--- config.mk ---
export PLATFORM = sky130hd
export DESIGN_NAME = miv_queue
export DESIGN_NICKNAME = d
export VERILOG_FILES = /design/src/design/miv_pkg.sv /design/src/design/miv_queue.sv
export SDC_FILE = /design/constraint.sdc
export NUM_CORES = 1
export LEC_CHECK = 0
export BUFFER_PORTS_ARGS = -buffer_cell sky130_fd_sc_hd__buf_2
export CORE_AREA = 3 3 208 291
export DETAILED_ROUTE_END_ITERATION = 10
export DIE_AREA = 0 0 211 294
export HOLD_SLACK_MARGIN = 0.03
export SLEW_MARGIN = 20
export SYNTH_ARGS = -nofsm -noshare
export SYNTH_HDL_FRONTEND = slang
export SYNTH_SLANG_ARGS = --single-unit
--- constraint.sdc ---
create_clock -name i_clk -period 20.3 [get_ports i_clk]
set_input_delay 3.045 -clock i_clk [delete_from_list [all_inputs] [get_ports i_clk]]
set_output_delay 3.045 -clock i_clk [all_outputs]
set_load 0.05 [all_outputs]
--- src/design/miv_pkg.sv ---
`default_nettype none

package miv_pkg;

    // Position arithmetic
    localparam int POSITION_BITS = 32;
    localparam int DIFF_W        = POSITION_BITS + 1;
    localparam int PROD_W        = 2 * DIFF_W;
    localparam int CROSS_W       = PROD_W + 1;
    // A cross component at or above 2^MAG_W squares past any threshold
    localparam int MAG_W         = 32;
    localparam int SQ_W          = 2 * MAG_W;

    // Field and register widths
    localparam int IDX_W      = 32;
    localparam int DEG_W      = 31;
    localparam int THR_W      = 63;
    localparam int CFG_IDX_W  = 2;
    localparam int CFG_DATA_W = THR_W;

    // Configuration register indexes
    localparam logic [CFG_IDX_W-1:0] CFG_VERTEX_COUNT   = 2'd0;
    localparam logic [CFG_IDX_W-1:0] CFG_POSITIONS_AVL  = 2'd1;
    localparam logic [CFG_IDX_W-1:0] CFG_AREA_THRESHOLD = 2'd2;

    localparam logic [THR_W-1:0] THR_RESET = THR_W'(18446744);

    typedef logic signed [DIFF_W-1:0] t_diff;

    // One classified index, handed from the front end to the area unit
    typedef struct packed {
        logic [IDX_W-1:0] min_index;
        logic [IDX_W-1:0] max_index;
        logic [IDX_W-1:0] range_count;
        logic             clear_deg;
        logic             done;
        logic             eq_degen;
        logic             need_area;
        t_diff            ax;
        t_diff            ay;
        t_diff            az;
        t_diff            bx;
        t_diff            by;
        t_diff            bz;
    } t_entry;

endpackage

`default_nettype wire

--- src/design/miv_queue.sv ---
`default_nettype none

module miv_queue (
    input  wire              i_clk,
    input  wire              i_rst_n,
    input  wire              i_push,
    input  miv_pkg::t_entry  i_entry,
    output logic             o_full,
    output logic             o_valid,
    input  wire              i_pop,
    output miv_pkg::t_entry  o_entry
);

    miv_pkg::t_entry r_mem [2];
    logic            r_wptr;
    logic            r_rptr;
    logic [1:0]      r_count;

    assign o_full  = (r_count == 2'd2);
    assign o_valid = (r_count != 2'd0);
    assign o_entry = r_mem[r_rptr];

    // Track fill level and pointers
    always_ff @(posedge i_clk) begin
        if (!i_rst_n) begin
            r_wptr  <= 1'b0;
            r_rptr  <= 1'b0;
            r_count <= 2'd0;
        end else begin
            if (i_push) begin
                r_wptr <= !r_wptr;
            end
            if (i_pop) begin
                r_rptr <= !r_rptr;
            end
            if (i_push && !i_pop) begin
                r_count <= r_count + 2'd1;
            end else if (i_pop && !i_push) begin
                r_count <= r_count - 2'd1;
            end
        end
    end

    // Store the pushed entry
    always_ff @(posedge i_clk) begin
        if (i_push) begin
            r_mem[r_wptr] <= i_entry;
        end
    end

endmodule

`default_nettype wire

==> Word level (Yosys, flattened, before mapping) <==
Memories as Yosys holds them, arrays and structs flattened. A register that Yosys moved wholly into a read port is not among the register bits.
Index checks and enable logic that the tools add are counted.
{ "classes": {"muxes": 6, "reduce_logical": 8, "n_addsub": 2, "n_eq_ne": 1} }
{ "op_table": {"columns": ["operator", "count"], "rows": [
  ["$logic_not A1 Y1", 4],
  ["$mux W1", 4],
  ["$mux W2", 2],
  ["$reduce_bool A2 Y1", 2],
  ["$add A2 B1 Y2 const B", 1],
  ["$eq A2 B2 Y1 const B", 1],
  ["$logic_and A1 B1 Y1", 2],
  ["$sub A2 B1 Y2 const B", 1]
]} }
{ "totals": {"mem_count": 1, "ff_bits": 4, "mem_bits_rw": 596, "in_bits": 302} }
{ "memory_table": {"columns": ["memory", "depth", "width", "rd", "rd_ports_with_merged_regs", "write_ports", "line", "text"], "rows": [
  ["r_mem", 2, 298, 1, 1, 1, "miv_queue.sv:14", "miv_pkg::t_entry r_mem [2];"]
]} }

==> Depth between registers and ports, before layout <==
{ "logic_depth": {"word_depth": 4, "depth_mapped": 5, "ltp_nobuf": 5} }

==> Worst setup path after synthesis <==
OpenSTA, ideal clock, no wires.
{ "synth_path": {"kind": "input to register", "start": "in i_push", "end": "reg r_wptr", "t_arrival_ps": 16841, "path_buffers": 0, "stages": 2, "setup_slack_ps": 3340, "required_time_ps": 20181, "path_cell_list": "nor2b_1 o21a_1"} }
{ "synth_rtl": {"columns": ["item", "line", "text"], "rows": [
  ["from (decl)", "miv_queue.sv:6", "input wire i_push,"],
  ["to (signal assigned)", "miv_queue.sv:31", "r_wptr <= !r_wptr;"],
  ["to (decl)", "miv_queue.sv:15", "logic r_wptr;"]
]} }

==> run metrics <==
synthesized instance count 949; setup repair after global routing missed its margin no; post-synthesis to final-layout area growth 24.41%; fin cells 2,392; cells traversed along the worst timing path buf_4, buf_4, buf_4, mux2_2, buf_2; I/O Pins ~600; fraction of layout cells with a size suffix above 1 0.6073; Post-CTS Setup Inserts 0; final worst-path setup slack 12.58 ns; horizontal die dimension 211 µm; arithmetic-cell share of the synthesized area counting full adders, half adders and majority gates 0.0005548; die boundary height 294 µm; number of port buffers 601; Register-to-Register Setup Slack 17.20 ns; via-per-instance ratio 4.679; portion of the clock cycle consumed by the worst path in the final layout 0.3801; first-pass GRT wire length 74,810 µm; top achievable clock speed 0.1296 GHz; sequential cell area fraction in the yosys report 0.7980; fillers ~5,000; Routed wire per std cell 21.73 µm; worst path required time 17.26 ns; transition time at the pin with the least slew margin 1.070 ns; category of the worst setup path launch point flip-flop; detailed-router iteration count before antenna repair 4; Num CTS Buffers 57; critical path data arrival time around 4.7 ns; final worst clock skew 0.01372 ns; core area 0.05791 mm²; kind of critical path flip-flop to output pin; leak pwr 10.85 nW; total power density per cell area 105.0 mW/mm²; CTS resizes 0; final estimated routing congestion in global placement 0.7931; sum of negative setup slack 0 ns; vias in the first global route 12,090; Post-Synthesis Cell Area 0.02255 mm²; count of placed standard cells including taps 2,273; register bit count reported by yosys 601; dominant cell type by count on the critical path sky130_fd_sc_hd__buf_4; delay of the slowest cell on the worst path 0.92 ns; launch point of the worst reg-to-reg path r_wptr$_SDFFE_PN0P_; Synth cell types 17; Worst VDD drop 82.36 µV; Starting DRT DRC Count 600; count of max-cap constraint violations 0; number of hold buffers added after cts 0; clock tree from TritonCTS yes; Avg Inst Size Synth 23.77 µm²; setup violators final 0; Global Route Usage Sum 0.1607; Std-Cell Rows 104; Worst Reg2Reg Path Length in Cells 3; number of hold violations in the final report 0; slowest cell on the critical path sky130_fd_sc_hd__dfxtp_4; result of the run finished clean; cell type group with the largest total delay on the critical path buffers and inverters; wire length after detailed routing 51,980 µm; relative max-transition margin 0.2869; share of cell area taken by muxes after synthesis 0.1822; synth warn 0; maximum level of the CTS H-tree 2; number of sinks handled by clock tree synthesis 601; post-synthesis xor/xnor area fraction 0.001165; CP Buf/Inv Count 4; master cell of the clock root buffer sky130_fd_sc_hd__clkbuf_16; Final Cell Area 0.02806 mm²; post-detailed-route count of antenna-violating nets 0; critical hold path startpoint r_count[1]$_SDFFE_PN0P_; number of antenna violations at the first check in global routing 22; worst setup slack after placement 13.13 ns; hold crit path type flip-flop to flip-flop; DRC violation count after routing 0; largest net degree at the start of global routing between 70 and 80; via count 11,190; synthesized-area fraction occupied by ao, oa, aoi and oai cells 0.0008876; number of buffers on the longest clock path 3; Skew-Pair Late Insertion Delay approximately 0.6 ns; Post-layout nets 1,893; placed wire-length estimate 36,810 µm; Hold Path End r_count[1]$_SDFFE_PN0P_; Reg2Reg Capture Point r_mem[1][214]$_DFFE_PP_; Final Critical Period around 7.7 ns; Synthesized Nets between 1,000 and 1,500; kind of capture point of the worst setup path output pin; initial core utilization 0.3895; post-synthesis simple-gate area fraction 0.002496; total placed instance area about 0.026 mm²; full die area 0.06203 mm²; count of final max-slew check failures 0; instance count along the most critical hold path 2; dominant combinational cell family by area after synthesis multiplexers; maximum fanout encountered on the critical timing path 67; Worst-path clk slew 0.06 ns; total global routing overflow 0
area by class of cell:
class	instances	area, µm²	area share
diodes	15	37.54	0.001338
clock buffers	69	1514	0.05396
clock inverters	35	226.5	0.008071
inverters	1	3.754	0.0001338
multi-input cells	314	4235	0.1509
flip-flops and latches	601	18000	0.6415
well taps	742	928.4	0.03309
repair buffers	615	3113	0.1109
worst register-to-register path, delay by kind of cell (launching register included):
| kind | cells | cell delay [ns] |
|---|---|---|
| buf+inv | 2 | 1.81 |
| flops | 1 | 0.39 |
| simple gates | 1 | 0.45 |
state kept, by name, indices dropped and copies added, names as in the netlist, named ones only:
register,count
r_count,2
r_mem,596
r_wptr,1
r_rptr,1
how the worst max path moves through the flow:
stage                                endpoint  depth (start not counted)
after floorplan           r_wptr$_SDFFE_PN0P_                          2
after global placement           o_entry[277]                          5
after detailed placement         o_entry[277]                          5
after CTS                        o_entry[277]                          5
after global routing             o_entry[294]                          5
final                            o_entry[277]                          5
cell usage in the layout (no fill, tap or decap):
cell                         count
sky130_fd_sc_hd__clkbuf_16      59
sky130_fd_sc_hd__dfxtp_1         4
sky130_fd_sc_hd__a21boi_0        1
sky130_fd_sc_hd__inv_1           1
sky130_fd_sc_hd__buf_2         601
sky130_fd_sc_hd__dfxtp_4         1
sky130_fd_sc_hd__nor2b_4         1
sky130_fd_sc_hd__clkbuf_1       10
sky130_fd_sc_hd__bufinv_16       2
sky130_fd_sc_hd__nor2b_1         2
sky130_fd_sc_hd__buf_4          14
sky130_fd_sc_hd__clkinv_2        8
sky130_fd_sc_hd__mux2_4        201
sky130_fd_sc_hd__or2_2           1
sky130_fd_sc_hd__or3_1           1
sky130_fd_sc_hd__inv_6           3
sky130_fd_sc_hd__o21a_1          1
sky130_fd_sc_hd__o21ai_0         1
sky130_fd_sc_hd__clkinvlp_4      2
sky130_fd_sc_hd__clkinv_1       18
sky130_fd_sc_hd__ha_1            1
sky130_fd_sc_hd__and2_1          3
sky130_fd_sc_hd__edfxtp_1      596
sky130_fd_sc_hd__xnor2_1         1
sky130_fd_sc_hd__mux2_2         97
sky130_fd_sc_hd__diode_2        15
sky130_fd_sc_hd__and2_4          1
sky130_fd_sc_hd__clkinv_4        2
sky130_fd_sc_hd__xor2_1          2
cells by family (layout without fill, tap and decap cells):
family	count (synthesis)	in the layout
buffers and inverters	34	720
AO/OA/AOI/OAI	3	3
flip-flops	601	601
other	0	15
multiplexers	298	298
AND/OR/NAND/NOR	9	9
XOR/XNOR	3	3
adder cells (fa/ha/maj)	1	1
synth_stat cells, drive strengths merged:
library cell	n	share of area
nor2b	3	0.00083
or3	1	0.00028
o21ai	1	0.00022
dfxtp	5	0.0044
ha	1	0.00055
and2	4	0.0011
xor2	2	0.00078
or2	1	0.00028
xnor2	1	0.00039
o21a	1	0.00033
buf	33	0.015
mux2	298	0.18
a21boi	1	0.00033
edfxtp	596	0.79
inv	1	0.00017
metrics by stage:
step | power, W | util | hold WS (ns)
final | 0.002945 | 0.4846 | 0.5310
after global routing | 0.003050 | 0.4842 | 0.5855
after CTS | 0.002987 | 0.4839 | 0.5491
after detailed placement | 0.001987 | 0.4539 | 0.5400
after global placement | 0.001980 | 0.4539 | 0.4871
after floorplan | 0.001884 | - | 0.4678
report_power, final:
part           total [W]  switching [W]  internal, W
Sequential       0.00146      0.0000209      0.00144
Combinational   0.000496       0.000343     0.000153
Clock           0.000991       0.000437     0.000554
Total            0.00295       0.000801      0.00214
layer usage:
layer	vias to the layer above	track usage	share of wire
met3	116	0.06495	0.091
li1	5095	-	-
met1	5508	0.1708	0.35
met2	457	0.2841	0.52
met5	-	0	0.0018
met4	16	0.06424	0.035
No activity file was read; power rests on OpenSTA's default activity.
