===== config.mk =====
export PLATFORM = sky130hd
export DESIGN_NAME = miv_front
export DESIGN_NICKNAME = d
export VERILOG_FILES = /design/src/design/miv_pkg.sv /design/src/design/miv_front.sv
export SDC_FILE = /design/constraint.sdc
export NUM_CORES = 1
export LEC_CHECK = 0
export BUFFER_PORTS_ARGS = -buffer_cell sky130_fd_sc_hd__buf_2
export CELL_PAD_IN_SITES_DETAIL_PLACEMENT = 1
export CELL_PAD_IN_SITES_GLOBAL_PLACEMENT = 2
export CORE_MARGIN = 1
export CORE_UTILIZATION = 32
export DETAILED_ROUTE_END_ITERATION = 10
export GPL_ROUTABILITY_DRIVEN = 0
export GPL_TIMING_DRIVEN = 1
export PLACE_DENSITY = 0.89
export SLEW_MARGIN = 15
export SYNTH_ARGS = -nofsm -noshare
export SYNTH_HDL_FRONTEND = slang
export SYNTH_SLANG_ARGS = --single-unit

===== constraint.sdc =====
create_clock -name i_clk -period 8.3 [get_ports i_clk]
set_clock_uncertainty 0.1 [all_clocks]
set_input_delay 1.245 -clock i_clk [delete_from_list [all_inputs] [get_ports i_clk]]
set_output_delay 1.245 -clock i_clk [all_outputs]
set_load 0.01 [all_outputs]

===== src/design/miv_pkg.sv =====
`default_nettype none

package miv_pkg;

    // Position arithmetic
    localparam int POSITION_BITS = 32;
    localparam int DIFF_W        = POSITION_BITS + 1;
    localparam int PROD_W        = 2 * DIFF_W;
    localparam int CROSS_W       = PROD_W + 1;
    // A cross component at or above 2^MAG_W squares past any threshold
    localparam int MAG_W         = 32;
    localparam int SQ_W          = 2 * MAG_W;

    // Field and register widths
    localparam int IDX_W      = 32;
    localparam int DEG_W      = 31;
    localparam int THR_W      = 63;
    localparam int CFG_IDX_W  = 2;
    localparam int CFG_DATA_W = THR_W;

    // Configuration register indexes
    localparam logic [CFG_IDX_W-1:0] CFG_VERTEX_COUNT   = 2'd0;
    localparam logic [CFG_IDX_W-1:0] CFG_POSITIONS_AVL  = 2'd1;
    localparam logic [CFG_IDX_W-1:0] CFG_AREA_THRESHOLD = 2'd2;

    localparam logic [THR_W-1:0] THR_RESET = THR_W'(18446744);

    typedef logic signed [DIFF_W-1:0] t_diff;

    // One classified index, handed from the front end to the area unit
    typedef struct packed {
        logic [IDX_W-1:0] min_index;
        logic [IDX_W-1:0] max_index;
        logic [IDX_W-1:0] range_count;
        logic             clear_deg;
        logic             done;
        logic             eq_degen;
        logic             need_area;
        t_diff            ax;
        t_diff            ay;
        t_diff            az;
        t_diff            bx;
        t_diff            by;
        t_diff            bz;
    } t_entry;

endpackage

`default_nettype wire


===== src/design/miv_front.sv =====
`default_nettype none

module miv_front (
    input  wire                                 i_clk,
    input  wire                                 i_rst_n,
    input  wire                                 i_in_valid,
    output logic                                o_in_ready,
    input  wire                                 i_first_of_mesh,
    input  wire  [miv_pkg::IDX_W-1:0]           i_vertex_index,
    input  wire  signed [31:0]                  i_pos_x,
    input  wire  signed [31:0]                  i_pos_y,
    input  wire  signed [31:0]                  i_pos_z,
    input  wire  [miv_pkg::IDX_W-1:0]           i_vertex_count,
    input  wire                                 i_positions_available,
    input  wire                                 i_full,
    output logic                                o_push,
    output miv_pkg::t_entry                     o_entry
);

    localparam int PB = miv_pkg::POSITION_BITS;

    logic [1:0]                   r_slot;
    logic [miv_pkg::IDX_W-1:0]    r_low;
    logic [miv_pkg::IDX_W-1:0]    r_high;
    logic [miv_pkg::IDX_W-1:0]    r_range;
    logic [miv_pkg::IDX_W-1:0]    r_hidx [2];
    logic signed [PB-1:0]         r_hx [2];
    logic signed [PB-1:0]         r_hy [2];
    logic signed [PB-1:0]         r_hz [2];

    logic [1:0]                   n_slot;
    logic [miv_pkg::IDX_W-1:0]    n_low;
    logic [miv_pkg::IDX_W-1:0]    n_high;
    logic [miv_pkg::IDX_W-1:0]    n_range;

    logic [1:0]                   w_base_slot;
    logic [miv_pkg::IDX_W-1:0]    w_base_low;
    logic [miv_pkg::IDX_W-1:0]    w_base_high;
    logic [miv_pkg::IDX_W-1:0]    w_base_range;
    logic                         w_oor;
    logic                         w_done;
    logic                         w_eq;
    logic                         w_in_range;
    logic signed [PB-1:0]         w_x;
    logic signed [PB-1:0]         w_y;
    logic signed [PB-1:0]         w_z;

    assign o_in_ready = !i_full;
    assign o_push     = i_in_valid && !i_full;

    // Keep only the low position bits, read as signed
    assign w_x = $signed(i_pos_x[PB-1:0]);
    assign w_y = $signed(i_pos_y[PB-1:0]);
    assign w_z = $signed(i_pos_z[PB-1:0]);

    // Statistics update, starting from cleared values on a new mesh
    always_comb begin
        w_base_slot  = i_first_of_mesh ? 2'd0 : r_slot;
        w_base_low   = i_first_of_mesh ? '1 : r_low;
        w_base_high  = i_first_of_mesh ? '0 : r_high;
        w_base_range = i_first_of_mesh ? '0 : r_range;

        n_low  = (i_vertex_index < w_base_low)  ? i_vertex_index : w_base_low;
        n_high = (i_vertex_index > w_base_high) ? i_vertex_index : w_base_high;

        w_oor   = (i_vertex_index >= i_vertex_count);
        n_range = (w_oor && (w_base_range != '1)) ? w_base_range + 1'b1 : w_base_range;

        w_done = (w_base_slot == 2'd2);
        n_slot = w_done ? 2'd0 : w_base_slot + 2'd1;
    end

    // Classify the triangle this index may complete
    always_comb begin
        w_eq = (r_hidx[0] == r_hidx[1]) || (r_hidx[1] == i_vertex_index)
            || (i_vertex_index == r_hidx[0]);
        w_in_range = (r_hidx[0] < i_vertex_count) && (r_hidx[1] < i_vertex_count) && !w_oor;

        o_entry.min_index   = n_low;
        o_entry.max_index   = n_high;
        o_entry.range_count = n_range;
        o_entry.clear_deg   = i_first_of_mesh;
        o_entry.done        = w_done;
        o_entry.eq_degen    = w_done && w_eq;
        o_entry.need_area   = w_done && !w_eq && i_positions_available && w_in_range;
        o_entry.ax = miv_pkg::t_diff'(r_hx[1]) - miv_pkg::t_diff'(r_hx[0]);
        o_entry.ay = miv_pkg::t_diff'(r_hy[1]) - miv_pkg::t_diff'(r_hy[0]);
        o_entry.az = miv_pkg::t_diff'(r_hz[1]) - miv_pkg::t_diff'(r_hz[0]);
        o_entry.bx = miv_pkg::t_diff'(w_x) - miv_pkg::t_diff'(r_hx[0]);
        o_entry.by = miv_pkg::t_diff'(w_y) - miv_pkg::t_diff'(r_hy[0]);
        o_entry.bz = miv_pkg::t_diff'(w_z) - miv_pkg::t_diff'(r_hz[0]);
    end

    // Advance slot and statistics on each request
    always_ff @(posedge i_clk) begin
        if (!i_rst_n) begin
            r_slot  <= 2'd0;
            r_low   <= '1;
            r_high  <= '0;
            r_range <= '0;
        end else if (o_push) begin
            r_slot  <= n_slot;
            r_low   <= n_low;
            r_high  <= n_high;
            r_range <= n_range;
        end
    end

    // Hold the first two corners of the triangle
    always_ff @(posedge i_clk) begin
        if (o_push && !w_done) begin
            r_hidx[w_base_slot[0]] <= i_vertex_index;
            r_hx[w_base_slot[0]]   <= w_x;
            r_hy[w_base_slot[0]]   <= w_y;
            r_hz[w_base_slot[0]]   <= w_z;
        end
    end

endmodule

`default_nettype wire


After elaboration in Yosys (flattened, before gate mapping)
Memory sizes are Yosys's and may differ from the RTL's.
Index checks and enable logic that the tools add are counted.
- $lt $le $gt $ge: 5
- add/sub/neg operators: 8
- reductions and logical operators: 15
- multiplexer cells: 10
- equality and inequality tests: 5
- operators with widths (cell ; number):
    $sub 32x32->33 ; 6
    $mux 32 ; 6
    $eq 32x32->1 ; 3
    $lt 32x32->1 ; 3
    $add 32x1->32 const B ; 1
    $ge 32x32->1 ; 1
    $gt 32x32->1 ; 1
    $ne 32x32->1 const B ; 1
    $logic_and 1x1->1 ; 9
    $logic_not 1->1 ; 4
    $mux 2 ; 2
    $add 2x1->2 const B ; 1
    $eq 2x2->1 const B ; 1
    $logic_or 1x1->1 ; 2
    $mux 1 ; 2
- word-level logic and storage cells: 51
- flip-flop bits (word level): 98
- output and inout port bits: 300
- memories kept: 4
- bits in writable memories: 256
- memory list (name ; depth ; bits a word ; rd ports ; clocked after memory_dff ; wr ports ; line ; text):
    r_hidx ; 2 ; 32 ; 2 ; 0 ; 1 ; miv_front.sv:26 ; logic [miv_pkg::IDX_W-1:0] r_hidx [2];
    r_hx ; 2 ; 32 ; 2 ; 0 ; 1 ; miv_front.sv:27 ; logic signed [PB-1:0] r_hx [2];
    r_hy ; 2 ; 32 ; 2 ; 0 ; 1 ; miv_front.sv:28 ; logic signed [PB-1:0] r_hy [2];
    r_hz ; 2 ; 32 ; 2 ; 0 ; 1 ; miv_front.sv:29 ; logic signed [PB-1:0] r_hz [2];

Logic depth before layout (Yosys ltp)
Gate-level depths: netlist (run 1).
- depth in word-level cells: 7
- mapped depth: 18
- gate-level depth less buffers: 12

Worst setup path before layout (run 1)
No wires, ideal clock.
- path type: input port to flip-flop
- from: input port i_first_of_mesh
- to: memory r_hidx[0][0] (netlist bit) (enable)
- path buffers: 3
- arrival time: 7.381 ns
- stages: 5
- slack: 0.201 ns
- path through: buf_4 -> clkbuf_1 -> clkbuf_1 -> nor2_1 -> nor2_1
- word-level cells in the longest chain between the ends: 6
- ends and longest elaborated chain (what ; line ; text):
    from (decl) ; miv_front.sv:8 ; input wire i_first_of_mesh,
    $mux 2 (*) ; miv_front.sv:58 ; w_base_slot = i_first_of_mesh ? 2'd0 : r_slot;
    $eq 2x2->1 ; miv_front.sv:69 ; w_done = (w_base_slot == 2'd2);
    $logic_not 1->1 ; miv_front.sv:111 ; if (o_push && !w_done) begin
    $logic_and 1x1->1 ; miv_front.sv:111 ;
    $mux 1 ; miv_front.sv:111 ;
    $mux 1 (not written as such) ; miv_front.sv:112 ; r_hidx[w_base_slot[0]] <= i_vertex_index;
    to (decl) ; miv_front.sv:26 ;
Every way passes the cells marked *; elsewhere a longest branch is shown, timed or not.

==> run metrics, run 1 <==
status finished clean; antenna viol nets, final 0; Overall Global Routing Usage 21.9%; hold slack 0.379 ns; worst r2r src r_low[17]$_SDFFE_PN1P_; Pwr Total 0.00530 W; post-synth cell types 83; drt wl/cell 21.1 µm; Leak Pwr 14.2 nW; crit path launch i_first_of_mesh; vias in the first global route 25100; # setup viols final 0; Least-Margin Pin Slew 0.957 ns; I/O Buffers 465; HP Class reg -> reg; Synth async-reset ratio 0%; Ys Warns 0; CTS tree built; post-DR vias/cell 5.32; cts repair resizes 0; clk slew on worst S/H paths 0.06 ns; Ports 466; sequential fraction of the synthesis area 35.3%; Core Util, Final 38.5%; Post-synth EDFFs 256; r2r setup slk 4.15 ns; total gr overflow 0; Die H 294 µm; most frequent cell after synthesis ha_1; H-tree Lvls 2; Syn Area/Cell 9.08 µm²; clock insertion delay at the later pin of the skew report 0.62 ns; Die Width 294 µm; CTS Buf Count 46; Worst Path Class, Setup in -> out; Rows 106; CP Capture Point o_entry[252]; number of post-CTS setup repair buffers 0; Post-synth top cells ha_1, a21oi_1, edfxtp_1, nor2_1, inv_1; CTS max path bufs 3; core area 84100 µm²; crit-path max FO 50; max-slew violation count 0; WP data arrival 5.24 ns; Hold Vio Cnt, Final 0; placed instance count 4514; via count 24600; Initial Util 32.5%; max_cap viols 0; Critical Path RT 6.95 ns; die area 86600 µm²; Clock Sink Count 354; Worst Setup End Kind output pin; Area Overhead vs Synth 18.3%; Synth area leaders edfxtp_1, ha_1, dfxtp_1, a21oi_1, xnor2_1; Layout Cells excl Fill 4618; Final nets 3950; Yosys reg bits 354; # DRC 0; reg2reg end r_low[17]$_SDFFE_PN1P_; fmax 0.152 GHz; final setup TNS 0 ns; ys flop type edfxtp_1; PwrDens 164 nW/µm²; Peak VDD IR 144 µV; CP Launch Type input pin; DRT Wirelength 97.4 mm; Pre-antenna DRT Iters 7; fin crit share 79.4%; slew margin rel. 36.0%; initial antenna violation count 30; Post-CTS Hold Buffers 0; RSZ-0062 raised after global routing no; top cell type's share of synthesized area 28.1%; Post-DP HPWL 75.6 mm; largest area contributor in the netlist edfxtp_1; 1st-iter DRT viols 1238; HP Start r_high[2]$_SDFFE_PN0P_; cell area after synthesis 27300 µm²; Post-Syn Nets 3533; largest net degree at the start of global routing 65; reg2reg path depth 12; fin crit period 6.59 ns; wire length of the first global-routing pass 148 mm; CTS root buffer clkbuf_16; layout cells sized above 1 17.1%; synthesized instance count 3011
placed cells by master (no fill, tap or decap), types with 47 or more instances in the layout:
master / Yosys / final
nor2_1: 228 / 227
nand3_1: 85 / 85
inv_1: 209 / 209
ha_1: 350 / 350
a21o_1: 128 / 128
xnor2_1: 157 / 157
edfxtp_1: 256 / 256
clkbuf_16: 0 / 47
o21ai_0: 188 / 188
buf_2: 6 / 464
nand4_1: 66 / 66
a21oi_1: 284 / 282
xor2_1: 127 / 127
dfxtp_1: 98 / 98
nand2_1: 197 / 196
how the worst min path moves through the flow:
stage,end,slack (ns),cells past startpoint
after floorplan,r_high[31]$_SDFFE_PN0P_,0.35,2
after global placement,r_high[20]$_SDFFE_PN0P_,0.37,2
after detailed placement,r_high[5]$_SDFFE_PN0P_,0.37,2
after CTS,r_high[5]$_SDFFE_PN0P_,0.38,2
after global routing,r_high[15]$_SDFFE_PN0P_,0.40,2
final,r_high[2]$_SDFFE_PN0P_,0.38,2
area by class of cell:
class,count,area (µm²)
Fill cell,10000,51700
Multi-Input combinational cell,2334,16500
Sequential cell,354,9650
Timing Repair Buffer,481,2450
Tap cell,1134,1420
Clock buffer,61,1240
Inverter,211,792
Clock inverter,24,288
Antenna cell,19,47.5
worst max-delay path, cell delays in order:
cell and delay [ns]:
buf_4 0.24, inv_2 0.37, buf_4 0.39, nand2_1 0.14, ha_1 0.31, nor2b_1 0.14, o21a_1 0.12, o21ai_0 0.07
a21oi_1 0.15, a211oi_1 0.07, o211ai_1 0.23, and2_2 0.76, buf_4 0.53, nand2_1 0.09, o21ai_0 0.14, buf_2 0.22
routing by layer:
metal  up-vias  global-route usage (%)  part of all wire, %
met4        12                    5.23                  2.1
met2       560                    37.4                   48
met3       129                    3.36                  6.6
met1     12000                    28.8                   44
li1      11800                       -                    -
met5         -                       0                0.092
per-stage QoR:
step | setup slack [ns] | area, µm²
finish | 1.71 | 32400
global route | 1.30 | 32300
CTS | 1.68 | 32300
detailed placement | 1.68 | 30800
global placement | 1.70 | 30800
floorplan | 0.201 | 27300
power by group:
part	total [W]	internal [W]	switching, W
clock	0.00204	0.00119	0.000850
combinational	0.00128	0.000480	0.000800
sequential	0.00198	0.00195	0.0000274
total	0.00530	0.00362	0.00168
flip-flops by register name, summed over array words and instances (netlist names):
signal,cells
r_hidx,64
r_hx,64
r_hy,64
r_hz,64
r_high,32
r_low,32
r_range,32
r_slot,2
kinds of logic after synthesis:
family	after synthesis	share of synthesized area, %
AO/OA/AOI/OAI	875	19.8
XOR/XNOR	284	9.10
adder cells (fa/ha/maj)	356	16.5
buffers and inverters	323	4.61
flip-flops	354	35.3
multiplexers	3	0.128
AND/OR/NAND/NOR	816	14.6
(Power assumes the default switching activity.)
==> run 2: changes to the inputs <==
clock period = 5.67 ns   (was 8.3 ns; I/O delays follow)
==> run 2 against run 1 <==
Net effect:
- total power up 47%
- register-to-register slack worse by 2.6 ns
- combinational power up 48%
- setup slack worse by 1.4 ns
- count of clock-buffer cells in the layout down 5
- via count up 0.93%
- critical path depth down 1
- sequential cell count unchanged
- clock power up 47%
- sequential power up 46%
- cell count up 0.32%
- highest routed layer unchanged
==> run metrics, run 2 (synthesis gave the netlist of run 1 again) <==
CTS Buf Count 45 (-2.2%); status finished clean; cell count of the worst hold path 1 (-1); Final Cell Area 32600 µm² (+0.66%); PwrDens 239 nW/µm² (+46%); crit-path leading delay family buffers and inverters; Post-CTS Hold Buffers 0 (unchanged); DP Worst Slack 0.355 ns (-1.32 ns); Post-DP Area 31000 µm² (+0.82%); core area 84100 µm² (unchanged); most common cell after layout, fill and taps aside buf_2; Clock Sink Count 354 (unchanged); Die Width 294 µm (unchanged); antenna viol nets, final 0 (unchanged); Area Overhead vs Synth 19.1%; clock insertion delay at the later pin of the skew report 0.59 ns (-0.03 ns); HP Start i_pos_y[0]; total gr overflow 0 (unchanged); Die H 294 µm (unchanged); Leak Pwr 14.3 nW (+1.0%); fin crit period 5.38 ns; clk slew on worst S/H paths 0.06 ns (about the same); CP Launch Type input pin; DRT Wirelength 97.4 mm (about the same); worst r2r src r_low[25]$_SDFFE_PN1P_; RSZ-0062 raised after global routing no; fin crit share 94.9%; Post-DP HPWL 75.7 mm (+0.14%); r2r setup slk 1.58 ns (-2.57 ns); fmax 0.186 GHz; WP buf/inv 4 (-1); Final WS setup 0.287 ns (-1.42 ns); vias in the first global route 25200 (+0.41%); reg2reg end r_low[28]$_SDFFE_PN1P_; 1st-iter DRT viols 1284 (+3.7%); Worst Path Class, Setup in -> out; Ports 466 (unchanged); # DRC 0 (unchanged); max_cap viols 0 (unchanged); wire length of the first global-routing pass 147 mm (-0.79%); Critical Path RT 4.72 ns (-2.23 ns); Pwr Total 0.00778 W (+47%); I/O Buffers 465 (unchanged); CTS max path bufs 3 (unchanged); layout cells sized above 1 17.7% (+0.68 points); slew margin rel. 42.3% (+6.3 points); most frequent cells in the layout buf_2, ha_1, a21oi_1; CTS root buffer clkbuf_16; die area 86600 µm² (unchanged); Least-Margin Pin Slew 0.865 ns (-0.0918 ns); cts repair resizes 0 (unchanged); Peak VDD IR 166 µV (+15%); drt wl/cell 21.0 µm (-0.42%); reg2reg path depth 13 (+1); Initial Util 32.5% (unchanged); critical-path cell list buf_4 -> inv_2 -> nand2_1 -> ha_1 -> a21o_1 -> a21o_1 -> a21oi_1 -> o211ai_1 -> a211oi_1 -> a21oi_1 -> and2_2 -> buf_4 -> nand2_1 -> o21ai_0 -> buf_2; Final nets 3978 (+0.71%); crit-path max FO 47 (-6.0%); Overall Global Routing Usage 21.7% (-0.19 points); slowest stage cell, crit path and2_2; number of post-CTS setup repair buffers 0 (unchanged); via count 24800 (+0.93%); CTS tree built; WP data arrival 4.43 ns (-0.81 ns); Hold Vio Cnt, Final 0 (unchanged); final setup TNS 0 ns (unchanged); post-DR vias/cell 5.36 (+0.60%); Rows 106 (unchanged); CP max stage delay 0.65 ns (-0.11 ns); Pre-antenna DRT Iters 5 (-2); max-slew violation count 0 (unchanged); H-tree Lvls 2 (unchanged); initial antenna violation count 23 (-23%); largest net degree at the start of global routing 79 (+22%); Worst Setup End Kind output pin; # setup viols final 0 (unchanged); hold endpoint r_hy[0][0]$_DFFE_PP_; HP Class in -> reg
==> run 2: changes by cell type in the layout (fill, tap and decap cells not counted), sizes merged <==
cell	before	now
buf	481	510
diode	19	8
clkbuf	61	56
clkinv	20	17
clkinvlp	0	2
inv	211	213
bufinv	4	5
==> run 2: worst reg2reg max path: stages (launching register included) <==
cell,delay [ns]
dfxtp_1,0.32
nor2_1,0.18
ha_1,0.28
a21o_1,0.17
a21o_1,0.19
a211oi_1,0.21
o21ai_0,0.13
a221oi_1,0.48
o221ai_4,0.38
buf_4,0.36
nand2b_1,0.51
buf_4,0.38
o22ai_1,0.18
nand2_1,0.09
==> run 2: stage by stage <==
step	hold WS, ns	util, %	cells
finish	0.370	38.7	4633
global placement	0.363	36.9	4543
CTS	0.327	38.7	4625
global route	0.346	38.7	4626
floorplan	0.354	-	3011
detailed placement	0.370	36.9	4543
==> run 2: worst max-delay path by stage <==
| stage | start | end | slack, ns | depth (start not counted) |
|---|---|---|---|---|
| finish | i_first_of_mesh | o_entry[251] | 0.29 | 15 |
| global route | i_first_of_mesh | o_entry[238] | 0.09 | 15 |
| CTS | i_first_of_mesh | o_entry[251] | 0.33 | 15 |
| detailed placement | i_first_of_mesh | o_entry[251] | 0.35 | 15 |
| global placement | i_first_of_mesh | o_entry[251] | 0.36 | 15 |
| floorplan | i_first_of_mesh | r_hidx[0][0]$_DFFE_PP_ | 0.13 | 5 |
==> run 2: final cells by class <==
cell class                      count  area (µm²)
Antenna cell                        8        20.0
Clock inverter                     26         287
Inverter                          211         792
Clock buffer                       56        1230
Fill cell                       10000       51500
Multi-Input combinational cell   2334       16500
Tap cell                         1134        1420
Sequential cell                   354        9650
Timing Repair Buffer              510        2710
==> run 2: per-layer routing <==
layer	global-route usage, %	vias up	wire (µm)
met1	27.7	12100	42200
met2	37.7	616	46800
li1	-	11900	-
met5	0	-	133
met4	5.39	20	2180
met3	3.79	143	5970
==> run 2: power breakdown <==
part / internal, W / total, W / switching, W
clock: 0.00177 / 0.00299 / 0.00122
combinational: 0.000722 / 0.00189 / 0.00117
sequential: 0.00286 / 0.00290 / 0.0000406
==> run 3: changes to the inputs <==
CELL_PAD_IN_SITES_DETAIL_PLACEMENT = default   (was 1)
CELL_PAD_IN_SITES_GLOBAL_PLACEMENT = default   (was 2)
CORE_UTILIZATION = 53   (was 32)
PLACE_DENSITY = 0.9   (was 0.89)
RECOVER_POWER = 50   (was default)
==> run 3 against run 2 <==
Net effect:
- the run now ends with max-capacitance violations, max-slew violations left
- count of clock-buffer cells in the layout is 4 lower
- design area is 3.4% lower
- wire length is 15% lower
- critical path type unchanged
==> run metrics, run 3 (synthesis gave the netlist of run 1 again) <==
status complete, but fails checks; failing checks max-capacitance violations, max-slew violations; Hold Vio Cnt, Final 0 (unchanged); clock insertion delay at the later pin of the skew report 0.57 ns (-0.02 ns); Post-DP HPWL 62.1 mm (-18%); most common cell after layout, fill and taps aside ha_1; Critical Path RT 4.72 ns (about the same); core area 50600 µm² (-40%); Worst Setup End Kind output pin; hold slack 0.378 ns (+0.00836 ns); 1st-iter DRT viols 2472 (+93%); Seq. cell area 9650 µm² (unchanged); Final nets 3955 (-0.58%); Overall Global Routing Usage 30.7% (+8.9 points); CTS Buf Count 41 (-8.9%); drt wl/cell 20.1 µm (-4.5%); Die H 229 µm (-22%); Peak VDD IR 208 µV (+26%); crit path launch i_first_of_mesh; I/O Buffers 465 (unchanged); wire length of the first global-routing pass 129 mm (-12%); CP Launch Type input pin; max_cap viols 3 (+3); RSZ-0062 raised after global routing no; Multi-input gate area 16500 µm² (about the same); Post-CTS Hold Buffers 0 (unchanged); Area Overhead vs Synth 15.1%; most frequent cells in the layout ha_1, buf_2, a21oi_1; total gr overflow 0 (unchanged); via count 25700 (+3.6%); max-slew violation count 186 (+186); Pre-antenna DRT Iters 6 (+1); # DRC 0 (unchanged); crit-path max FO 61 (+30%); Rows 82 (-23%); H-tree Lvls 2 (unchanged); DRT Wirelength 83.2 mm (-15%); final setup TNS 0 ns (unchanged); cts repair resizes 0 (unchanged); # setup viols final 0 (unchanged); layout cells sized above 1 13.0% (-4.8 points); reg2reg path depth 2 (-11); CP Capture Point o_entry[288]; reg2reg end r_hy[1][11]$_DFFE_PP_; CTS root buffer clkbuf_16; Initial Util 54.1% (+22 points); clk slew on worst S/H paths 0.05 ns (about the same); CTS tree built; worst r2r src r_slot[0]$_SDFFE_PN0P_; placed instance count 4062 (-11%); vias in the first global route 24000 (-4.7%); die area 52500 µm² (-39%); fin crit period 5.47 ns (+0.0873 ns); fmax 0.183 GHz (-1.6%); Ports 466 (unchanged); initial antenna violation count 17 (-26%); WP data arrival 4.52 ns (+0.09 ns); fin crit share 96.5% (+1.5 points); Layout fillers 4096 (-59%); r2r setup slk 1.35 ns (-0.23 ns); post-DR vias/cell 6.20 (+16%); Worst Path Class, Setup in -> out; slew margin rel. -103% (-140 points); Leak Pwr 13.7 nW (-4.1%); antenna viol nets, final 0 (unchanged); Layout Cells excl Fill 4146 (-11%); Die Width 229 µm (-22%); largest net degree at the start of global routing 81 (+2.5%); PwrDens 236 nW/µm² (-0.98%); number of post-CTS setup repair buffers 0 (unchanged); Least-Margin Pin Slew 3.04 ns (+2.17 ns); CTS max path bufs 3 (unchanged); Clock Sink Count 354 (unchanged); HP Class reg -> reg
[run 3: critical path, cell delays in order]
cell and delay [ns]:
buf_2 0.10, buf_4 0.59, nor2_1 0.13, ha_1 0.33, a21o_1 0.16, a21o_1 0.17, a211oi_1 0.20, o21ai_0 0.14
a221oi_1 0.64, o221ai_4 0.36, buf_4 0.41, a21oi_1 0.24, buf_2 0.16
[run 3: how the worst min path moves through the flow]
stage	start	endpoint	slack, ns	cells after the start
4_1_cts	i_pos_x[0]	r_hx[1][0]$_DFFE_PP_	0.35	1
2_1_floorplan	r_high[31]$_SDFFE_PN0P_	r_high[31]$_SDFFE_PN0P_	0.35	2
3_5_place_dp	r_high[25]$_SDFFE_PN0P_	r_high[25]$_SDFFE_PN0P_	0.37	2
6_report	r_high[8]$_SDFFE_PN0P_	r_high[8]$_SDFFE_PN0P_	0.38	2
3_3_place_gp	r_high[14]$_SDFFE_PN0P_	r_high[14]$_SDFFE_PN0P_	0.36	2
5_1_grt	r_high[11]$_SDFFE_PN0P_	r_high[11]$_SDFFE_PN0P_	0.40	2
[run 3: report_power, final]
group	switching, W	internal, W	total, W	leakage, nW
combinational	0.00113	0.000690	0.00182	9.91
sequential	0.0000415	0.00286	0.00290	3.15
clock	0.00114	0.00158	0.00272	0.666
total	0.00232	0.00513	0.00744	13.7
[run 3: per-layer routing]
| metal | track usage (%) | wire length (µm) | up-vias |
|---|---|---|---|
| met5 | 0 | 48 | - |
| met4 | 17.2 | 4900 | 8 |
| met1 | 38.2 | 31300 | 11900 |
| li1 | - | - | 11900 |
| met3 | 5.35 | 8870 | 357 |
| met2 | 50.2 | 38100 | 1600 |
[run 3: cell type report]
type                       count  area share (%)
clock buffer                  52            3.62
multi-input combinational   2334            52.4
clock inverter                21           0.731
antenna                       11          0.0874
sequential                   354            30.7
inverter                     211            2.52
tap                          672            2.67
timing repair buffer         491            7.37
[run 3: stage by stage]
stage               worst slack [ns]  utilization [%]  area [µm²]  total power [W]
finish                         0.200             62.2       31500          0.00744
global route                  0.0440             62.2       31500          0.00771
CTS                            0.240             62.6       31700          0.00744
detailed placement             0.293             59.9       30300          0.00473
global placement               0.315             59.9       30300          0.00468
floorplan                      0.134                -       27400          0.00410
